File: src/design/cfe_ram.sv
module cfe_ram #(
	parameter int WIDTH = 16,
	parameter int DEPTH = 16,
	localparam int AW = (DEPTH > 1) ? $clog2(DEPTH) : 1
) (
	input  logic             clk,
	input  logic             we,
	input  logic [AW-1:0]    waddr,
	input  logic [WIDTH-1:0] wdata,
	input  logic [AW-1:0]    raddr,
	output logic [WIDTH-1:0] rdata
);
	logic [WIDTH-1:0] mem_q [DEPTH];

	always_ff @(posedge clk) begin
		if (we) begin
			mem_q[waddr] <= wdata;
		end
		rdata <= mem_q[raddr];
	end
endmodule

File: config.mk
export PLATFORM = sky130hd
export DESIGN_NAME = cfe_ram
export DESIGN_NICKNAME = d
export VERILOG_FILES = /design/src/design/cfe_ram.sv
export SDC_FILE = /design/constraint.sdc
export NUM_CORES = 1
export LEC_CHECK = 0
export ABC_CLOCK_PERIOD_IN_PS = 7000
export BUFFER_PORTS_ARGS = -buffer_cell sky130_fd_sc_hd__buf_4
export CAP_MARGIN = 20
export CORE_MARGIN = 5
export CORE_UTILIZATION = 45
export DETAILED_ROUTE_END_ITERATION = 16
export SLEW_MARGIN = 5
export SYNTH_ARGS = -nofsm -noshare
export SYNTH_HDL_FRONTEND = slang
export SYNTH_SLANG_ARGS = --single-unit
File: constraint.sdc
create_clock -name clk -period 7 [get_ports clk]
set_clock_uncertainty 0.05 [all_clocks]
set_input_delay 1.05 -clock clk [delete_from_list [all_inputs] [get_ports clk]]
set_output_delay 1.05 -clock clk [all_outputs]
set_load 0.01 [all_outputs]
-- Word level (Yosys, flattened, before mapping)
Memory sizes are Yosys's and may differ from the RTL's. A register that Yosys moved wholly into a read port is not among the register bits.
Cells that the tools add are included.
- register bits: 0
- latch bits: 0
- memory bits (writable): 256
- ROM bits: 0
- input port bits: 26
- output and inout port bits: 16
- logic and storage cells: 3
- memories kept: 1
- add/sub/neg operators: 0
- multiply operators: 0
- div/mod/pow operators: 0
- order comparisons: 0
- eq/ne operators: 0
- shifts and indexed selects: 0
- muxes and demuxes: 2
- bitwise logic cells: 0
- reduce and logical (&&, ||, !) cells: 0
- memories (name ; words ; bits a word ; rd ports ; clocked after Yosys merged registers in ; write ports ; RTL line ; text):
    mem_q ; 16 ; 16 ; 1 ; 1 ; 1 ; 13 ; logic [WIDTH-1:0] mem_q [DEPTH];
- operators with widths (kind ; count):
    2-to-1 mux 1 bit ; 2

-- Logic depth before layout (Yosys ltp)
Gate-level depths: netlist (run 1).
- depth in word-level cells: 2
- mapped depth: 5
- mapped depth without buffers: 3

-- Worst setup path after synthesis (run 1)
OpenSTA, ideal clock, no wires.
- kind: input to register
- start point: input waddr[2]
- end point: memory mem_q[0][0], enable pin
- arrival time: 2.696 ns
- path slack: 3.845 ns
- stages on the path: 2
- cells stage by stage: or3b_2 > nor3_1
- RTL lines (element ; RTL line ; text):
    start: declaration ; 8 ; input logic [AW-1:0] waddr,
    end: declaration ; 13 ;
Straight into the memory's write port.

==> impl_table.tex, run 1 <==
\begin{tabular}{lr}
\hline
Metric & Value \\
\hline
\multicolumn{2}{l}{\textbf{Run status}} \\
Run status & finished clean \\
\multicolumn{2}{l}{\textbf{Drt}} \\
Number of search-and-repair iterations in the first detailed-routing pass & 4 \\
Number of routed nets with antenna violations & 0 \\
Vias post-DR & approximately 4600 \\
Count of routing violations after the opening detailed-route iteration & 388 \\
Final routed wire length divided by cell count & between 20 and 25 microns \\
Vias per std cell & 5.683 \\
Total wire length after detailed routing & 19850 microns \\
Post-route DRC & 0 \\
\multicolumn{2}{l}{\textbf{Clocking}} \\
Number of sinks on the clock net & 272 \\
Number of buffers created by CTS & 28 \\
Cts hold-fix bufs & 0 \\
Clock tree from TritonCTS & built \\
Clock-pin slew reported for the worst setup and hold paths after clock tree synthesis & 0.06 ns \\
Post\_cts resized & 0 \\
Depth of the CTS H-tree & 1 \\
Post-CTS setup buffer count & 0 \\
Clock latency at the later pin of the worst-skew pair & about 0.53 ns \\
Buffer cell driving the clock tree root & clkbuf\_16 \\
CTS max path bufs & 3 \\
\multicolumn{2}{l}{\textbf{Die}} \\
Starting Density & 45.88\% \\
Die Wd & 159.4 microns \\
Chip Height & roughly 160 microns \\
Floorplan Core Area & 0.02189 sq mm \\
Number of primary I/O pins & 42 \\
Total die area & 0.02541 sq mm \\
Row count & 54 \\
\multicolumn{2}{l}{\textbf{Synth}} \\
Cell type with the largest total area after synthesis & edfxtp\_1 \\
Number of warnings printed during yosys synthesis & 0 \\
Ranking of synthesized cells by area & edfxtp\_1 (77\%), mux4\_2 (12\%), dfxtp\_1 (3.2\%) \\
Total nets after synthesis & 458 \\
Count leader, synth & edfxtp\_1 \\
Share of synthesized registers carrying an async set or reset & 0\% \\
Share of the synthesized area in the top cell type & about three quarters \\
Most frequent cells after synthesis & edfxtp\_1 (256), mux4\_2 (54), a22oi\_1 (32), nand2\_1 (17), dfxtp\_1 (16) \\
Proportion of synthesized chip area in sequential cells & 79.73\% \\
Netlist Area Pre-Place & 0.01004 sq mm \\
Post-synthesis average cell area & 23.25 sq um \\
Number of instances in the synthesized netlist & 432 \\
Most used flip-flop cell after synthesis & edfxtp\_1 \\
Flops \& latches, synth & 272 \\
Count of different cell masters after synthesis & 19 \\
Post-synth EDFFs & 256 \\
\multicolumn{2}{l}{\textbf{Placement}} \\
Final weighted congestion of routability-driven global placement & 0.7152 \\
Port bufs & 41 \\
Hpwl dp & $\sim$11000 microns \\
\multicolumn{2}{l}{\textbf{Timing}} \\
Worst slew margin relative to its limit & about a quarter \\
Slew Viols, Final & 0 \\
Unrepaired setup endpoints after global routing & no \\
Slew @ Worst Pin & 1.108 ns \\
Max frequency & 356.2 MHz \\
Ratio of final minimum period to clock period & between 40 and 50\% \\
Hold violation total from the final report & 0 \\
Post-Route Setup TNS & 0 ns \\
Count of final setup violators & 0 \\
Final period demand of the worst path & around 2.8 ns \\
\multicolumn{2}{l}{\textbf{Layout}} \\
Fraction of the core area covered by cells at the end of the flow & a little over half \\
Antenna diodes & 0 \\
Fraction of layout cells with a size suffix above 1 & 33.52\% \\
Number of nets in the layout & 526 \\
Area growth from synthesis to final layout & 16.56\% \\
\multicolumn{2}{l}{\textbf{GRT}} \\
Largest net degree at the start of global routing & 65 \\
Wire length of the first global-routing pass & between 30000 and 40000 microns \\
Overall Global Routing Usage & 15.77\% \\
Remaining global-route overflow & 0 \\
Number of antenna violations at the first check in global routing & 0 \\
Via count of the first global-routing pass & 4966 \\
\multicolumn{2}{l}{\textbf{Pwr}} \\
Worst IR Drop VDD & between 0.15 and 0.2 mV \\
Static power due to leakage & 3.831 nW \\
Power Dens Cells & 296.5 mW/mm\^{}2 \\
Post-layout total power & around 3.5 mW \\
\multicolumn{2}{l}{\textbf{Critical path}} \\
Critical path type & primary input to flop \\
CP Capture Type & flop \\
Required time of the worst setup path & around 7.4 ns \\
Highest fanout seen on the critical path & 38 \\
Data arrival time at the worst-slack endpoint & between 3 and 4 ns \\
Worst setup SP type & primary input \\
\multicolumn{2}{l}{\textbf{Run}} \\
Total of max-cap violations & 0 \\
\multicolumn{2}{l}{\textbf{Min path}} \\
Min-Delay Path Class & flop to flop \\
\hline
\end{tabular}
[area by class of cell]
class	count	area, sq um
Timing Repair Buffer	59	442.9
Tap cell	280	350.3
Multi-Input combinational cell	139	1967
Fill cell	1728	10180
Clock buffer	42	834.6
Sequential cell	272	8008
Clock inverter	10	103.9
[per-layer routing]
metal,share of wire [%],global-route usage (%),vias up
li1,-,-,1974
met1,43,22.71,2408
met2,48,25.15,139
met3,6.9,2.718,37
met4,2.4,4.498,0
met5,0,0,-
[worst max-delay path, cell delays in order]
cell	delay [ns]
buf_4	0.59
buf_4	0.60
mux4_2	0.57
a22oi_1	0.26
nand2_1	0.08
[metrics by stage]
step / hold WS, ns / instance area, sq um / worst slack [ns] / instances
finish: 0.6205 / 11710 / 4.192 / 802
floorplan: 0.5849 / 10040 / 3.845 / 432
global placement: 0.6036 / 10770 / 3.607 / 750
detailed placement: 0.6104 / 10770 / 3.570 / 750
global route: 0.6423 / 11710 / 3.944 / 802
CTS: 0.6254 / 11710 / 4.125 / 802
[power breakdown]
part	switching, mW	internal, mW
registers	0.0103	1.82
logic	0.0924	0.0749
clock network	0.578	0.895
[sequential cells by signal, indices dropped and copies added, names as in the netlist]
signal  count
mem_q     256
rdata      16
[path summary, 6_finish.rpt]
check | end | cells past startpoint | from | slack [ns]
hold reg to reg | rdata[1]$_DFF_P_ | 3 | mem_q[15][1]$_DFFE_PP_ | 0.62
setup reg to reg | rdata[7]$_DFF_P_ | 3 | mem_q[1][7]$_DFFE_PP_ | 5.62
setup / recovery | rdata[9]$_DFF_P_ | 5 | raddr[0] | 4.19
hold / removal | rdata[1]$_DFF_P_ | 3 | mem_q[15][1]$_DFFE_PP_ | 0.62
[layout by cell type (no fill, tap or decap)]
| cell | count |
|---|---|
| and2_1 | 1 |
| nor2_2 | 12 |
| nand2_1 | 17 |
| clkinv_1 | 2 |
| nand3b_1 | 2 |
| mux4_1 | 10 |
| or3b_2 | 1 |
| nor2b_2 | 2 |
| nor3_2 | 4 |
| nand3_1 | 1 |
| clkbuf_16 | 29 |
| dfxtp_1 | 16 |
| edfxtp_1 | 256 |
| a22oi_1 | 32 |
| mux4_2 | 54 |
| clkbuf_1 | 7 |
| nor2_1 | 1 |
| inv_8 | 1 |
| clkinv_2 | 5 |
| buf_4 | 59 |
| bufinv_16 | 2 |
| clkbuf_8 | 6 |
| nand2b_1 | 2 |
[kinds of logic after synthesis]
family,share of synthesized area (%)
mux,14.73
buf+inv,1.233
compound gates,2.392
simple gates,1.918
flops,79.73
Note: power is estimated with default switching activity, not from simulation.
==> run 2: changes to the inputs <==
- ABC_CLOCK_PERIOD_IN_PS: 7000 -> 2800
- clock period: 7 -> 2.8 ns (I/O delays scaled with it)
==> impl_table.tex, run 2 (synthesized netlist as in run 1, its figures left out) <==
\begin{tabular}{lr}
\hline
Metric & Value \\
\hline
\multicolumn{2}{l}{\textbf{Run status}} \\
Run status & finished clean (unchanged) \\
\multicolumn{2}{l}{\textbf{Timing}} \\
Worst slew margin relative to its limit & 33.67\% (was 25.78\%) \\
Final Worst Setup Slack & 1.162 ns (was 4.192 ns) \\
Slew @ Worst Pin & 0.9904 ns (was 1.108 ns) \\
Hold violation total from the final report & 0 (unchanged) \\
Unrepaired setup endpoints after global routing & no (unchanged) \\
Ratio of final minimum period to clock period & 58.49\% \\
Slew Viols, Final & 0 (unchanged) \\
Count of final setup violators & 0 (unchanged) \\
Max frequency & $\sim$610 MHz \\
Final period demand of the worst path & 1.638 ns \\
Post-Route Setup TNS & 0 ns (unchanged) \\
\multicolumn{2}{l}{\textbf{Clocking}} \\
Depth of the CTS H-tree & 1 (unchanged) \\
Clock latency at the later pin of the worst-skew pair & 0.52 ns (was 0.53 ns) \\
Buffer cell driving the clock tree root & clkbuf\_16 (unchanged) \\
CTS max path bufs & 3 (unchanged) \\
Number of buffers created by CTS & 28 (unchanged) \\
Number of sinks on the clock net & 272 (unchanged) \\
Clock tree from TritonCTS & built (unchanged) \\
Post\_cts resized & 0 (unchanged) \\
Clock-pin slew reported for the worst setup and hold paths after clock tree synthesis & 0.06 ns (about the same) \\
Cts hold-fix bufs & 0 (unchanged) \\
Post-CTS setup buffer count & 0 (unchanged) \\
\multicolumn{2}{l}{\textbf{Die}} \\
Starting Density & 45.88\% (unchanged) \\
Chip Height & 159.4 microns (unchanged) \\
Die Wd & 159.4 microns (unchanged) \\
Row count & 54 (unchanged) \\
Number of primary I/O pins & 42 (unchanged) \\
Floorplan Core Area & 0.02189 sq mm (unchanged) \\
Total die area & 0.02541 sq mm (unchanged) \\
\multicolumn{2}{l}{\textbf{Placement}} \\
Dpl ws & 0.5549 ns (was 3.570 ns) \\
Placed cell count & 766 (was 750) \\
Port bufs & 41 (unchanged) \\
Final weighted congestion of routability-driven global placement & 0.7675 (was 0.7152) \\
Hpwl dp & 12650 microns (was 10630 microns) \\
Area post-placement & 0.01095 sq mm (was 0.01077 sq mm) \\
\multicolumn{2}{l}{\textbf{Critical path}} \\
R2R depth & 3 (unchanged) \\
Highest fanout seen on the critical path & 21 (was 38) \\
Data arrival time at the worst-slack endpoint & 1.97 ns (was 3.16 ns) \\
Required time of the worst setup path & 3.14 ns (was 7.35 ns) \\
Critical path type & primary input to flop (unchanged) \\
Worst setup SP type & primary input (unchanged) \\
CP Capture Type & flop (unchanged) \\
\multicolumn{2}{l}{\textbf{Run}} \\
Total of max-cap violations & 0 (unchanged) \\
\multicolumn{2}{l}{\textbf{Drt}} \\
Post-route DRC & 0 (unchanged) \\
Count of routing violations after the opening detailed-route iteration & 299 (was 388) \\
Vias post-DR & 4580 (was 4558) \\
Vias per std cell & 5.599 (was 5.683) \\
Total wire length after detailed routing & 20180 microns (was 19850 microns) \\
Final routed wire length divided by cell count & 24.67 microns (was 24.76 microns) \\
Number of routed nets with antenna violations & 0 (unchanged) \\
Number of search-and-repair iterations in the first detailed-routing pass & 4 (unchanged) \\
\multicolumn{2}{l}{\textbf{Pwr}} \\
Static power due to leakage & 3.920 nW (was 3.831 nW) \\
Power Dens Cells & 725.1 mW/mm\^{}2 (was 296.5 mW/mm\^{}2) \\
Worst IR Drop VDD & 0.4131 mV (was 0.1763 mV) \\
\multicolumn{2}{l}{\textbf{Min path}} \\
Min-Delay Path Class & primary input to flop (was flop to flop) \\
Number of cells on the worst hold path & 1 (was 3) \\
\multicolumn{2}{l}{\textbf{Layout}} \\
Multi-input combinational cell area & 0.001967 sq mm (unchanged) \\
Flip-flop count of the largest register, all copies and words added & 256 (unchanged) \\
Commonest non-fill, non-tap cell in the layout & edfxtp\_1 (unchanged) \\
Most frequent cells in the layout & edfxtp\_1 (256), buf\_4 (70), mux4\_2 (54), a22oi\_1 (32), clkbuf\_16 (29) (was edfxtp\_1 (256), buf\_4 (59), mux4\_2 (54), a22oi\_1 (32), clkbuf\_16 (29)) \\
Final std cells w/o fill & 818 (was 802) \\
Registers with the most flip-flops & mem\_q (256), rdata (16) (unchanged) \\
Final std cell area, no fill & 0.01186 sq mm (was 0.01171 sq mm) \\
Number of nets in the layout & 542 (was 526) \\
Fraction of layout cells with a size suffix above 1 & 35.13\% (was 33.52\%) \\
Top reg by flops & mem\_q (unchanged) \\
Area growth from synthesis to final layout & 18.06\% (was 16.56\%) \\
Filler instances & 1715 (was 1728) \\
Antenna diodes & 0 (unchanged) \\
Register area & 0.008008 sq mm (unchanged) \\
\multicolumn{2}{l}{\textbf{GRT}} \\
Largest net degree at the start of global routing & 33 (was 65) \\
Remaining global-route overflow & 0 (unchanged) \\
Wire length of the first global-routing pass & 31220 microns (was 30590 microns) \\
Via count of the first global-routing pass & 5147 (was 4966) \\
Number of antenna violations at the first check in global routing & 0 (unchanged) \\
Overall Global Routing Usage & 16.06\% (was 15.77\%) \\
\hline
\end{tabular}
==> run 2: cell types whose count changed in the layout (fill, tap and decap cells not counted), moves of 3 or more <==
cell / change
buf_4: +11
buf_12: +5
clkbuf_8: -3
clkinv_1: +3
==> run 2: worst paths after layout <==
check,startpoint,endpoint,slack [ns]
worst min-delay path,wdata[4],mem_q[13][4]$_DFFE_PP_,0.14
worst max register to register,mem_q[11][15]$_DFFE_PP_,rdata[15]$_DFF_P_,1.35
worst min register to register,mem_q[6][12]$_DFFE_PP_,rdata[12]$_DFF_P_,0.62
worst max-delay path,raddr[0],rdata[15]$_DFF_P_,1.16
==> run 2: critical path: stages <==
cell,delay [ns]
buf_4,0.36
buf_12,0.24
mux4_2,0.52
a22oi_1,0.30
nand2_1,0.12
==> run 2: stage by stage <==
| step | util [%] | power (mW) | hold slack, ns |
|---|---|---|---|
| after floorplan | - | 4.892 | 0.4689 |
| after global placement | 50.02 | 5.107 | 0.6072 |
| after detailed placement | 50.02 | 5.121 | 0.6136 |
| after CTS | 54.17 | 8.690 | 0.1262 |
| after global routing | 54.17 | 8.917 | 0.1299 |
| final | 54.17 | 8.598 | 0.1440 |
==> run 2: area by class of cell <==
type                            count  share of cell area, %
Timing Repair Buffer               75                  5.276
Clock buffer                       38                  6.658
Sequential cell                   272                  67.53
Clock inverter                     14                 0.9919
Multi-Input combinational cell    139                  16.59
Tap cell                          280                  2.955
==> run 2: metal layers <==
layer	GRT usage [%]	wire, microns
met5	0	0
met4	4.498	490
met3	2.770	1239
met2	26.15	10010
met1	22.70	8436
==> run 2: report_power, final <==
part           leakage (nW)  switching, mW  total (mW)  internal [mW]
Combinational          1.02          0.237       0.440          0.203
Sequential             2.45         0.0289        4.58           4.55
Clock                 0.450           1.43        3.58           2.15
